$ cat config.mk
export PLATFORM = sky130hd
export DESIGN_NAME = rbst_axis_cell
export DESIGN_NICKNAME = d
export VERILOG_FILES = /design/src/hw/rtl/rbst_axis_cell.sv
export SDC_FILE = /design/constraint.sdc
export NUM_CORES = 1
export LEC_CHECK = 0
export BUFFER_PORTS_ARGS = -buffer_cell sky130_fd_sc_hd__buf_4
export CAP_MARGIN = 25
export CORE_AREA = 2 2 135 84
export CTS_BUF_LIST = sky130_fd_sc_hd__clkbuf_8 sky130_fd_sc_hd__clkbuf_16
export DETAILED_ROUTE_END_ITERATION = 12
export DIE_AREA = 0 0 137 86
export GPL_ROUTABILITY_DRIVEN = 0
export GPL_TIMING_DRIVEN = 0
export PLACE_DENSITY = 0.72
export SLEW_MARGIN = 10
export SYNTH_ARGS = -nofsm -noshare
export SYNTH_HDL_FRONTEND = slang
export SYNTH_SLANG_ARGS = --single-unit
$ cat constraint.sdc
create_clock -name clk -period 4.8 [get_ports clk]
set_input_delay 0.96 -clock clk [delete_from_list [all_inputs] [get_ports clk]]
set_output_delay 0.96 -clock clk [all_outputs]
set_load 0.005 [all_outputs]
$ cat src/hw/rtl/rbst_axis_cell.sv
// rbst_axis_cell: clips [near, far] by one axis's slab and passes it on.
`default_nettype none
module rbst_axis_cell #(
  parameter int TW = 20,
  parameter logic [1:0] AXIS = 2'd0
) (
  input  wire logic                 clk,
  input  wire logic                 skip,
  input  wire logic                 kill,
  input  wire logic                 swapped,
  input  wire logic signed [TW-1:0] t0,
  input  wire logic signed [TW-1:0] t1,
  input  wire logic                 miss_in,
  input  wire logic                 found_in,
  input  wire logic [1:0]           axis_in,
  input  wire logic                 pos_in,
  input  wire logic signed [TW-1:0] near_in,
  input  wire logic signed [TW-1:0] far_in,
  output logic                      miss_out,
  output logic                      found_out,
  output logic [1:0]                axis_out,
  output logic                      pos_out,
  output logic signed [TW-1:0]      near_out,
  output logic signed [TW-1:0]      far_out
);
  logic signed [TW-1:0] lo, hi, nn, ff;
  logic raise;
  always_comb begin
    lo = swapped ? t1 : t0;
    hi = swapped ? t0 : t1;
    raise = !skip && (lo > near_in);
    nn = raise ? lo : near_in;
    ff = (!skip && hi < far_in) ? hi : far_in;
  end
  always_ff @(posedge clk) begin
    miss_out  <= miss_in || kill || (ff < nn);
    found_out <= found_in || raise;
    axis_out  <= raise ? AXIS : axis_in;
    pos_out   <= raise ? swapped : pos_in;
    near_out  <= nn;
    far_out   <= ff;
  end
endmodule
`default_nettype wire

==> results_dict.tcl <==
set metrics [dict create \
    core-area_um2 10450 \
    firstDrtPassIters 5 \
    clock.fmax_ghz 0.2098 \
    cts_made_buffers 5 \
    synth_compound_area_frac 0.1914 \
    synth_nets 542 \
    wire_per_inst_um 17.49 \
    antenna_cells 0 \
    fin_nets 693 \
    via_count 3530 \
    synth_area_um2 3635 \
    cts_tree "yes" \
    dp_cells 666 \
    hold_buffers 0 \
    setup_violations 0 \
    grt_overflow 0 \
    synthTopCellsByCount "ha_1, a21oi_1, mux2_2, dfxtp_1, inv_1" \
    synth_top_area_cell "dfxtp_1" \
    clock_path_buffers 2 \
    path_max_fanout 10 \
    irDropWorstVdd_uv 135.9 \
    power_leakage_nw 2.664 \
    yosys.area_share.xor_xnor 0.006885 \
    fin_ws_ns 0.03429 \
    grt_pass1_wl_um 17950 \
    route.detailed.drc 0 \
    ios 134 \
    synth_seq_area_share 0.2478 \
    dp_hpwl_um 9800 \
    initial_core_util 0.3478 \
    synth_cell_types 44 \
    area_delta_synth_final_pct 44.75 \
    synth-edff-count 0 \
    placed_area_um2 4855 \
    yosysMostFrequentCell "ha_1" \
    path_clk_slew_ns 0.06 \
    finalHoldViolations 0 \
    dieWidth_um 137 \
    drive_gt1_frac 0.4552 \
    hold_path.class "in2reg" \
    crit_required_ns 4.98 \
    synth_mux_area_frac 0.1990 \
    worstSetupPathType "in2reg" \
    std_cell_rows 29 \
    rsz0062_at_grt "true" \
    synth_top_cell_area_share 0.2478 \
    period_share 0.9929 \
    die_h_um 86 \
    postLayoutCellArea_um2 5261 \
    die-area_um2 11780 \
    grt_pass1_vias 3506 \
    cts.sinks 45 \
    status "finished clean" \
    ys.flop_type "dfxtp_1" \
    relSlewSlack 0.6253 \
    tightest_slew_ns 0.5586 \
    slowest_delay_ns 0.53 \
    critPathCaptureType "flop" \
    dp_slack_ns -0.6881 \
    netlist_instances 395 \
    synth_top_family_by_area "adder cells" \
    cp_num_buf_inv 3 \
    maxCapViolCount 0 \
    grt_use_total 0.1983 \
    grt_max_degree 13 \
    synthAdderAreaFrac 0.1997 \
    via_per_inst 5.146 \
    period_minus_slack_ns 4.766 \
    finalWirelength_um 12000 \
    maxSlewViolCount 0 \
    cp_slowest_cell "or4b_1" \
    yosys_warnings 0 \
    arrival_ns 4.94 \
    ant_nets 0 \
    final_cells 686 \
    synthArstFlopShare 0 \
    start_kind "primary input" \
    cts_root_buf "clkbuf_16" \
    synth_area_leaders "dfxtp_1, ha_1, mux2_2, a21oi_1, a21o_1" \
    power_mw 1.500 \
    synth.avg_cell_area_um2 9.202 \
    crit_chain "clkbuf_8 -> buf_12 -> mux2_4 -> ha_2 -> or4b_1 -> o32ai_2 -> o211ai_1 -> a21oi_2 -> xor2_2 -> nor2_4 -> buf_12 -> mux2_4 -> ha_1 -> nand4_1 -> nor2_2 -> nand4_1 -> or3_4 -> o32ai_2 -> nor2_1" \
    antenna_found_initial 0 \
    h-tree-depth 2 \
    critical_path.top_delay_family "simple AND/OR/NAND/NOR gates" \
    io_buffers 132 \
    synth_simple_gate_area_frac 0.08847 \
    drt_iter0_markers 327 \
    power_density_nw_per_um2 285.2 \
    ys_ff_latch 45 \
]
-- sequential cells by signal, summed over array words and instances (netlist names) --
signal / flops
far_out: 20
miss_out: 1
pos_out: 1
axis_out: 2
near_out: 20
found_out: 1
-- report_power, final --
group / internal [mW] / switching (mW)
Combinational: 0.373 / 0.341
Clock: 0.188 / 0.144
Sequential: 0.435 / 0.0197
-- stage by stage --
stage | hold WS [ns] | TNS [ns] | utilization
floorplan | 1.067 | -0.02043 | -
global placement | 1.149 | -0.6090 | 0.4646
detailed placement | 1.153 | -0.6881 | 0.4646
CTS | 0.8545 | 0 | 0.4817
global route | 0.8653 | -0.1074 | 0.5035
finish | 0.8611 | 0 | 0.5035
-- cell families (layout without fill, tap and decap cells) --
logic type	count (synthesis)	after routing
buf+inv	59	211
fa+ha+maj	58	58
mux	61	61
simple gates	57	57
compound gates	113	113
xor+xnor	2	2
flops	45	45
-- layout by cell type (no fill, tap or decap), types with 2 or more instances in the layout --
cell type  Yosys  layout
a211oi_1       4       2
a211oi_2       0       2
a21o_1        26      26
a21oi_1       54      50
a21oi_2        1       5
and3_1         2       2
and4_1         5       5
buf_12         1       2
buf_2          4       2
buf_4          0     145
buf_6          0       2
clkbuf_1       6       2
clkbuf_16      0       5
clkbuf_2       0       2
clkbuf_4       0       2
dfxtp_1       45      45
ha_1          58      50
ha_4           0       7
inv_1         44      47
mux2_2        50      47
mux2_4        10      13
nand2_1       12      12
nand2b_1       4       4
nand3_1        3       3
nand4_1        9       9
nor2_1        11      10
nor2b_1        2       2
nor3_1         2       2
o211ai_1       2       2
o21a_1         4       4
o21ai_0       12      11
o32ai_2        0       2
-- layer usage --
layer / vias up / global-route usage / wire length (um)
met2: 141 / 0.2981 / 5125
met1: 1630 / 0.2878 / 5681
met4: 0 / 0.05061 / 230
met3: 22 / 0.03960 / 963
met5: - / 0 / 0
li1: 1737 / - / -
-- worst paths after layout --
| kind | slack [ns] | from | end | depth (start not counted) |
|---|---|---|---|---|
| worst max-delay path | 0.03 | swapped | miss_out | 19 |
| worst min-delay path | 0.86 | found_in | found_out | 2 |
-- layout make-up --
| type | count | area, um2 |
|---|---|---|
| tap | 139 | 173.9 |
| inverter | 44 | 165.2 |
| clock buffer | 5 | 125.1 |
| timing repair buffer | 145 | 1092 |
| clock inverter | 3 | 11.26 |
| fill | 965 | 5189 |
| multi-input combinational | 291 | 2663 |
| sequential | 45 | 900.9 |
| buffer | 14 | 130.1 |
-- what timing repair did --
action,4_1_cts,5_1_grt
gates resized for setup,7,27
setup buffers,4,9
pin swaps,1,9
setup endpoints to repair,1,1
(Power assumes the default switching activity.)
