==> src/hw/rtl/rbst_pkg.sv <==
// rbst_pkg: shared constants for the ray/box slab test.
// Used by rbst_div_cell and ray_box_slab_test_core.
`default_nettype none
package rbst_pkg;
  localparam int AXES = 3;
  localparam logic [1:0] AXIS_X = 2'd0;
  localparam logic [1:0] AXIS_Y = 2'd1;
  localparam logic [1:0] AXIS_Z = 2'd2;
endpackage
`default_nettype wire

==> src/hw/rtl/rbst_div_cell.sv <==
// rbst_div_cell: one restoring-division step for the two slab quotients of all axes.
// Depends on rbst_pkg.
`default_nettype none
module rbst_div_cell #(
  parameter int NW = 34,
  parameter int QW = 18
) (
  input  wire logic                 clk,
  input  wire logic [NW-1:0]        n0_in [rbst_pkg::AXES],
  input  wire logic [NW-1:0]        n1_in [rbst_pkg::AXES],
  input  wire logic [NW-1:0]        d_in  [rbst_pkg::AXES],
  input  wire logic [QW-1:0]        q0_in [rbst_pkg::AXES],
  input  wire logic [QW-1:0]        q1_in [rbst_pkg::AXES],
  output logic      [NW-1:0]        n0_out [rbst_pkg::AXES],
  output logic      [NW-1:0]        n1_out [rbst_pkg::AXES],
  output logic      [NW-1:0]        d_out  [rbst_pkg::AXES],
  output logic      [QW-1:0]        q0_out [rbst_pkg::AXES],
  output logic      [QW-1:0]        q1_out [rbst_pkg::AXES]
);
  always_ff @(posedge clk) begin
    for (int a = 0; a < rbst_pkg::AXES; a++) begin
      d_out[a] <= d_in[a];
      if ({n0_in[a], 1'b0} >= {1'b0, d_in[a]}) begin
        n0_out[a] <= NW'({n0_in[a], 1'b0} - {1'b0, d_in[a]});
        q0_out[a] <= {q0_in[a][QW-2:0], 1'b1};
      end else begin
        n0_out[a] <= {n0_in[a][NW-2:0], 1'b0};
        q0_out[a] <= {q0_in[a][QW-2:0], 1'b0};
      end
      if ({n1_in[a], 1'b0} >= {1'b0, d_in[a]}) begin
        n1_out[a] <= NW'({n1_in[a], 1'b0} - {1'b0, d_in[a]});
        q1_out[a] <= {q1_in[a][QW-2:0], 1'b1};
      end else begin
        n1_out[a] <= {n1_in[a][NW-2:0], 1'b0};
        q1_out[a] <= {q1_in[a][QW-2:0], 1'b0};
      end
    end
  end
endmodule
`default_nettype wire

==> config.mk <==
export PLATFORM = sky130hd
export DESIGN_NAME = rbst_div_cell
export DESIGN_NICKNAME = d
export VERILOG_FILES = /design/src/hw/rtl/rbst_pkg.sv /design/src/hw/rtl/rbst_div_cell.sv
export SDC_FILE = /design/constraint.sdc
export NUM_CORES = 1
export LEC_CHECK = 0
export ABC_AREA = 1
export BUFFER_PORTS_ARGS = -buffer_cell sky130_fd_sc_hd__buf_4
export CAP_MARGIN = 15
export CORE_AREA = 3 3 319 321
export CTS_BUF_LIST = sky130_fd_sc_hd__clkbuf_2 sky130_fd_sc_hd__clkbuf_4 sky130_fd_sc_hd__clkbuf_8
export CTS_CLUSTER_SIZE = 20
export DETAILED_ROUTE_END_ITERATION = 12
export DIE_AREA = 0 0 322 324
export PLACE_DENSITY = 0.52
export RECOVER_POWER = 50
export SYNTH_ARGS = -nofsm -noshare
export SYNTH_HDL_FRONTEND = slang
export SYNTH_SLANG_ARGS = --single-unit
==> constraint.sdc <==
create_clock -name clk -period 4.2 [get_ports clk]
set_clock_uncertainty 0.15 [all_clocks]
set_input_delay 0.84 -clock clk [delete_from_list [all_inputs] [get_ports clk]]
set_output_delay 0.84 -clock clk [all_outputs]
set_load 0.02 [all_outputs]
==> flow_metrics.py, run 1 <==
metrics = {
    "timing": {
        "layout_min_cycle_time_ns": 3.43,
        "setup-tns-final_ns": 0,
        "worst_pin_slew_ns": 0.710,
        "rsz0062_at_grt": "no",
        "relSlewSlack": 0.522,
        "worst_hold_slack_ns": 0.131,
        "fmax_ghz": 0.292,
        "min_period_over_period": 0.816,
        "final_hold_viol_count": 0,
        "setup_viol": 0,
        "drv_slew": 0,
    },
    "synth": {
        "synth_top_cell_area_share": 0.316,
        "ys_types": 35,
        "post_synth.cell_area_avg_um2": 6.30,
        "synth-edff-count": 0,
        "synth_warnings": 0,
        "yosysMostFrequentCell": "nand2_1",
        "syn_area_mm2": 0.0262,
        "syn_nets": 4782,
        "synthArstFlopShare": 0,
        "yosysTopAreaCell": "dfxtp_1",
        "synth_seq_area_share": 0.316,
        "ys.flop_type": "dfxtp_1",
        "synth_seq_cells": 414,
        "synthCells": 4157,
        "ys_top_cells_by_area": "dfxtp_1 32%, nand2_1 25%, inv_1 9.9%",
        "synth_common_cells": "1725 x nand2_1, 688 x inv_1, 414 x dfxtp_1, 334 x nor2_1, 204 x ha_1",
    },
    "place": {
        "dp_cells": 6248,
        "post-dp-hpwl_mm": 96.5,
        "placed_area_mm2": 0.0337,
        "port-buffer-count": 822,
        "gp_congestion": 0.958,
    },
    "clock_network": {
        "clk_pin_slew_ns": 0.06,
        "root_buffer": "clkbuf_8",
        "post_cts_resized": 0,
        "holdBufCountCts": 141,
        "cts_made_buffers": 82,
        "cts_sinks": 414,
        "cts_tree": "done",
        "cts_setup_buffers": 0,
        "cts_buffer_depth": 3,
        "htreeDepth": 3,
    },
    "setup_path": {
        "path_delay_family": "simple AND/OR/NAND/NOR gates",
        "worstPathMaxFanout": 35,
        "crit_type": "primary input to flop",
        "cpPeakStageDelay_ns": 0.54,
        "path_buf_inv": 4,
        "worst_path_most_repeated_cell": "nand2_1",
        "arrival_ns": 3.86,
        "crit_path_end_kind": "flop",
        "crit_slowest_cell": "dlygate4sd3_1",
        "required_ns": 4.63,
        "path_cells": "dlygate4sd3_1, clkbuf_1, inv_1, ha_1, nand2_1, nor2_1, nand2_1, nor4_2, a21oi_1, nand2_4, inv_4, nand2_1, nand2_1",
        "cp-start-kind": "primary input",
    },
    "worst_hold_path": {
        "hold_path.class": "primary input to flop",
        "hold_path_end": "d_out[73]$_DFF_P_",
        "holdPathStages": 1,
        "worstHoldStart": "d_in[73]",
    },
    "power_and_ir_drop": {
        "leakagePower_nw": 19.7,
        "ir_worst_vdd_uv": 235,
        "power.density_mw_per_mm2": 385,
    },
    "die": {
        "num_rows": 116,
        "die_w_um": 322,
        "start_util": 0.263,
        "die_area_mm2": 0.104,
        "coreArea_mm2": 0.0996,
        "io_pins": 829,
        "die_h_um": 324,
    },
    "grt": {
        "grt_max_degree": 36,
        "grt_pass1_wl_mm": 166,
        "grt_pass1_vias": 28200,
        "grt_overflow": 0,
        "antenna_found_initial": 23,
        "grt_usage": 0.210,
    },
    "job": {
        "maxCapViolCount": 0,
    },
    "cells_and_area": {
        "nets": 5800,
        "drive_above_1_share": 0.149,
        "finalNonFillerCells": 6541,
        "fin_area_mm2": 0.0358,
        "syn_to_final_growth_pct": 36.7,
    },
    "routing": {
        "vias": 28700,
        "first_iter_violations": 1618,
        "ant_nets": 0,
        "route.detailed.drc": 0,
        "post_drt_via_cell_ratio": 4.38,
        "drtPass1Iterations": 7,
        "wl_mm": 115,
        "wl_per_cell_um": 17.6,
    },
    "outcome": {
        "status": "completed",
    },
}
==> worst max-delay path by stage <==
stage                        start                 end  slack (ns)  cells past startpoint
after global routing      d_in[22]  n1_out[18]$_DFF_P_        0.59                     13
after floorplan           d_in[70]  n0_out[94]$_DFF_P_        1.66                     17
after global placement     d_in[8]  n1_out[31]$_DFF_P_        0.67                     16
after CTS                 d_in[10]  n1_out[26]$_DFF_P_        0.92                     17
final                     d_in[16]  n1_out[26]$_DFF_P_        0.77                     13
after detailed placement   d_in[8]  n1_out[31]$_DFF_P_        0.67                     16
==> state kept, by name, summed over array words and instances, names as in the netlist <==
signal and count:
q1_out 54, q0_out 54, n1_out 102, n0_out 102
d_out 102
==> through the flow <==
| stage | utilization | power, W | setup slack (ns) |
|---|---|---|---|
| 4_1_cts | 0.370 | 0.0143 | 0.924 |
| 6_report | 0.360 | 0.0138 | 0.774 |
| 5_1_grt | 0.360 | 0.0146 | 0.590 |
| 2_1_floorplan | - | 0.00736 | 1.66 |
| 3_3_place_gp | 0.338 | 0.00940 | 0.666 |
| 3_5_place_dp | 0.338 | 0.00939 | 0.670 |
==> kinds of logic (layout without fill, tap and decap cells) <==
family          Yosys count  count (layout)  share of synthesized area
xor+xnor                108             108                     0.0361
flops                   414             414                      0.316
simple gates           2432            2432                      0.379
buf+inv                 744            1819                      0.117
other cells               0              11                          0
compound gates          249             249                     0.0490
fa+ha+maj               210             210                      0.102
==> cell usage in the layout, fill, tap and decap left out, types with 3 or more instances in the layout <==
cell type / synthesis / layout
or2_2: 5 / 5
nor2_1: 334 / 334
buf_4: 12 / 417
inv_1: 688 / 688
bufinv_16: 0 / 8
nor2_2: 12 / 12
inv_2: 12 / 12
clkbuf_1: 0 / 285
clkbuf_4: 0 / 155
clkinvlp_4: 0 / 5
inv_4: 4 / 4
clkbuf_8: 0 / 91
ha_1: 204 / 204
nand3_2: 6 / 6
nand4_1: 23 / 23
diode_2: 0 / 11
nand3b_1: 39 / 39
nand2_2: 35 / 35
nor4_2: 3 / 3
nor2_4: 5 / 5
o21bai_1: 13 / 13
dfxtp_1: 414 / 414
xnor2_1: 15 / 15
a21oi_1: 166 / 166
and3_1: 4 / 4
nor3_1: 32 / 32
o21ai_0: 67 / 67
nand2_4: 8 / 8
fa_1: 6 / 6
nand3_1: 199 / 199
nand2_1: 1725 / 1725
clkinv_2: 0 / 9
dlygate4sd3_1: 0 / 141
xor2_1: 93 / 93
==> metal layers <==
layer / global-route usage / vias to the layer above / share of wire
li1: - / 14700 / -
met5: 0 / - / 0.0011
met1: 0.251 / 12800 / 0.42
met4: 0.0756 / 16 / 0.036
met2: 0.368 / 894 / 0.48
met3: 0.0484 / 190 / 0.063
==> where the power goes <==
part           switching [W]  internal [W]  leakage (nW)
Clock                0.00190       0.00270         0.934
Combinational        0.00300       0.00160          15.3
Sequential          0.000159       0.00444          3.49
Total                0.00506       0.00874          19.7
==> cell type report <==
class | count | area [um^2]
clock inverters | 24 | 343
repair buffers | 972 | 6580
diodes | 11 | 27.5
inverters | 706 | 2670
well taps | 1298 | 1620
multi-input cells | 2999 | 14800
flip-flops and latches | 414 | 8290
fillers | 11100 | 63700
clock buffers | 117 | 1450
(Power assumes the default switching activity.)
==> run 2: changes to the inputs <==
--- a/config.mk
+++ b/config.mk
@@ -5,15 +5,15 @@
 export SDC_FILE = /design/constraint.sdc
 export NUM_CORES = 1
 export LEC_CHECK = 0
-export ABC_AREA = 1
+export ABC_AREA = 0
 export BUFFER_PORTS_ARGS = -buffer_cell sky130_fd_sc_hd__buf_4
 export CAP_MARGIN = 15
-export CORE_AREA = 3 3 319 321
+export CORE_AREA = 3 3 318 320
 export CTS_BUF_LIST = sky130_fd_sc_hd__clkbuf_2 sky130_fd_sc_hd__clkbuf_4 sky130_fd_sc_hd__clkbuf_8
 export CTS_CLUSTER_SIZE = 20
 export DETAILED_ROUTE_END_ITERATION = 12
-export DIE_AREA = 0 0 322 324
-export PLACE_DENSITY = 0.52
+export DIE_AREA = 0 0 321 323
+export PLACE_DENSITY = 0.48
 export RECOVER_POWER = 50
 export SYNTH_ARGS = -nofsm -noshare
 export SYNTH_HDL_FRONTEND = slang
==> constraint.sdc (replaced) <==
create_clock -name clk -period 2.85 [get_ports clk]
set_clock_uncertainty 0.15 [all_clocks]
set_input_delay 0.57 -clock clk [delete_from_list [all_inputs] [get_ports clk]]
set_output_delay 0.57 -clock clk [all_outputs]
set_load 0.02 [all_outputs]
==> run 2 against run 1 <==
Net effect: synthesized area fell by 20%; die area is 0.62% lower; the run now ends with negative setup slack left; clock power grew 42%; combinational power rose by 83%; global-route usage is 2.3 points lower.
==> flow_metrics.py, run 2 <==
metrics = {
    "outcome": {
        "status": "finished, violations left",
        "violations": "negative setup slack",
    },
    "timing": {
        "fmax_ghz": 0.310,
        "drv_slew": 0,
        "setup_ws_ns": -0.374,
        "rsz0062_at_grt": "yes",
        "setup_viol": 131,
        "layout_min_cycle_time_ns": 3.22,
        "worst_pin_slew_ns": 0.682,
        "min_period_over_period": 1.13,
        "relSlewSlack": 0.534,
        "setup-tns-final_ns": -16.06,
        "final_hold_viol_count": 0,
    },
    "setup_path": {
        "crit_path_end_kind": "flop",
        "arrival_ns": 3.65,
        "cp-start-kind": "primary input",
        "crit_type": "primary input to flop",
        "worstPathMaxFanout": 6,
        "required_ns": 3.28,
    },
    "cells_and_area": {
        "nets": 4921,
        "layout.cells.most_common": "buf_4",
        "finalNonFillerCells": 5648,
        "fin_area_mm2": 0.0411,
        "top_regs": "d_out (102), n0_out (102), n1_out (102)",
        "final_cell_mix": "1120 x buf_4, 414 x dfxtp_1, 391 x dlygate4sd3_1",
        "syn_to_final_growth_pct": 95.8,
        "drive_above_1_share": 0.413,
    },
    "routing": {
        "route.detailed.drc": 0,
        "ant_nets": 0,
        "drtPass1Iterations": 5,
        "wl_per_cell_um": 18.5,
        "post_drt_via_cell_ratio": 4.31,
        "first_iter_violations": 1205,
        "vias": 24400,
        "wl_mm": 104,
    },
    "die": {
        "io_pins": 829,
        "coreArea_mm2": 0.0984,
        "num_rows": 115,
        "die_h_um": 323,
        "start_util": 0.213,
        "die_w_um": 321,
        "die_area_mm2": 0.104,
    },
    "synth": {
        "syn_area_mm2": 0.0210,
        "syn_nets": 2950,
        "ys_types": 75,
        "synthCells": 2325,
        "synth_seq_area_share": 0.395,
        "yosysTopAreaCell": "dfxtp_1",
        "ys_top_cells_by_area": "dfxtp_1 39%, ha_1 12%, a21oi_1 5.8%",
        "synth_top_cell_area_share": 0.395,
        "synthArstFlopShare": 0,
        "yosysMostFrequentCell": "dfxtp_1",
        "synth_common_cells": "414 x dfxtp_1, 243 x a21oi_1, 204 x ha_1, 179 x nand2_1, 162 x nor2_1",
        "synth_warnings": 0,
        "synth_seq_cells": 414,
        "synth-edff-count": 0,
        "post_synth.cell_area_avg_um2": 9.03,
        "ys.flop_type": "dfxtp_1",
    },
    "clock_network": {
        "cts_tree": "done",
        "cts_buffer_depth": 3,
        "cts_made_buffers": 80,
        "cts_sinks": 414,
        "clk_pin_slew_ns": 0.05,
        "root_buffer": "clkbuf_8",
        "htreeDepth": 3,
    },
    "power_and_ir_drop": {
        "power_frac_clock": 0.300,
        "leakagePower_nw": 19.4,
        "power.switching_w": 0.00740,
        "total_power_w": 0.0218,
        "power.density_mw_per_mm2": 531,
        "pwr-share-comb": 0.386,
        "ir_worst_vdd_uv": 390,
        "swShare": 0.339,
        "pwr-share-seq": 0.314,
        "internal_power_w": 0.0144,
    },
    "grt": {
        "antenna_found_initial": 11,
        "grt_usage": 0.187,
        "grt_max_degree": 39,
        "grt_pass1_wl_mm": 148,
        "grt_pass1_vias": 25000,
        "grt_overflow": 0,
    },
    "place": {
        "placed_area_mm2": 0.0347,
        "post-dp-hpwl_mm": 81.8,
        "gp_congestion": 0.897,
        "dp_cells": 5049,
        "port-buffer-count": 822,
    },
    "job": {
        "maxCapViolCount": 0,
    },
    "worst_hold_path": {
        "holdPathStages": 4,
        "hold_path.class": "primary input to flop",
    },
}
[run 2: changes by cell type in the layout (fill, tap and decap cells not counted), moves of 43 or more]
cell	before	now
nor2_1	334	142
a21oi_2	1	91
o21ai_0	67	125
a21o_1	1	114
ha_4	0	43
ha_1	204	153
dlygate4sd3_1	141	391
clkbuf_1	285	240
buf_4	417	1120
inv_1	688	127
xnor2_1	15	112
nand2_1	1725	172
mux2_4	0	53
nand3_1	199	37
[run 2: area by class of cell]
class / instances / area [um^2]
fill: 9906 / 57300
timing repair buffer: 1952 / 15300
clock buffer: 112 / 1420
multi-input combinational: 1696 / 13600
sequential: 414 / 8290
inverter: 152 / 649
antenna: 10 / 25.0
tap: 1287 / 1610
clock inverter: 25 / 292
[run 2: logic make-up after synthesis]
family                   synth area share
buffers and inverters              0.0411
AND/OR/NAND/NOR                     0.118
flip-flops                          0.395
adder cells (fa/ha/maj)             0.127
XOR/XNOR                           0.0730
multiplexers                       0.0359
AO/OA/AOI/OAI                       0.210
[run 2: repair_timing]
action | in CTS | in global routing
cloned | 2 | 11
setup endpoints to repair | 40 | 178
endpoints found under the hold margin | 400 | 1
setup buffers | 6 | 38
gates resized for setup | 41 | 187
pin swaps | 1 | 67
hold buffers | 399 | 1
[run 2: path summary, 6_finish.rpt]
check	startpoint	endpoint	slack, ns
max	d_in[69]	n1_out[99]$_DFF_P_	-0.37
min	n0_in[96]	n0_out[97]$_DFF_P_	0.09
[run 2: per-layer routing]
layer	routed length, um	track usage	vias to the layer above
met4	3330	0.0686	2
met5	8	0	-
met1	44400	0.228	11200
met2	49700	0.322	768
li1	-	-	12200
met3	6930	0.0432	161
[run 2: power by group through the flow]
stage | Sequential [W] | Combinational (W) | Clock (W)
after floorplan | 0.00789 | 0.00286 | 0
after global placement | 0.00696 | 0.00775 | 0
after detailed placement | 0.00696 | 0.00773 | 0
after CTS | 0.00685 | 0.00833 | 0.00681
after global routing | 0.00691 | 0.00904 | 0.00707
final | 0.00685 | 0.00844 | 0.00655
[run 2: critical path, stage by stage]
cell,delay [ns]
buf_12,0.11
inv_16,0.04
ha_4,0.18
nor2b_4,0.12
o31a_1,0.34
o311a_1,0.33
a2111o_1,0.33
a211o_1,0.34
nand4_1,0.17
nand2_1,0.11
a31oi_2,0.18
o211a_4,0.20
buf_6,0.11
buf_6,0.09
buf_8,0.11
mux2_4,0.30
[run 2: stage by stage]
| step | setup WS [ns] | hold WS, ns | util |
|---|---|---|---|
| final | -0.374 | 0.0897 | 0.418 |
| after global placement | -1.07 | 0.524 | 0.352 |
| after CTS | -0.315 | -0.113 | 0.413 |
| after global routing | -0.371 | 0.0153 | 0.418 |
| after floorplan | -0.598 | 0.448 | - |
| after detailed placement | -1.17 | 0.525 | 0.352 |
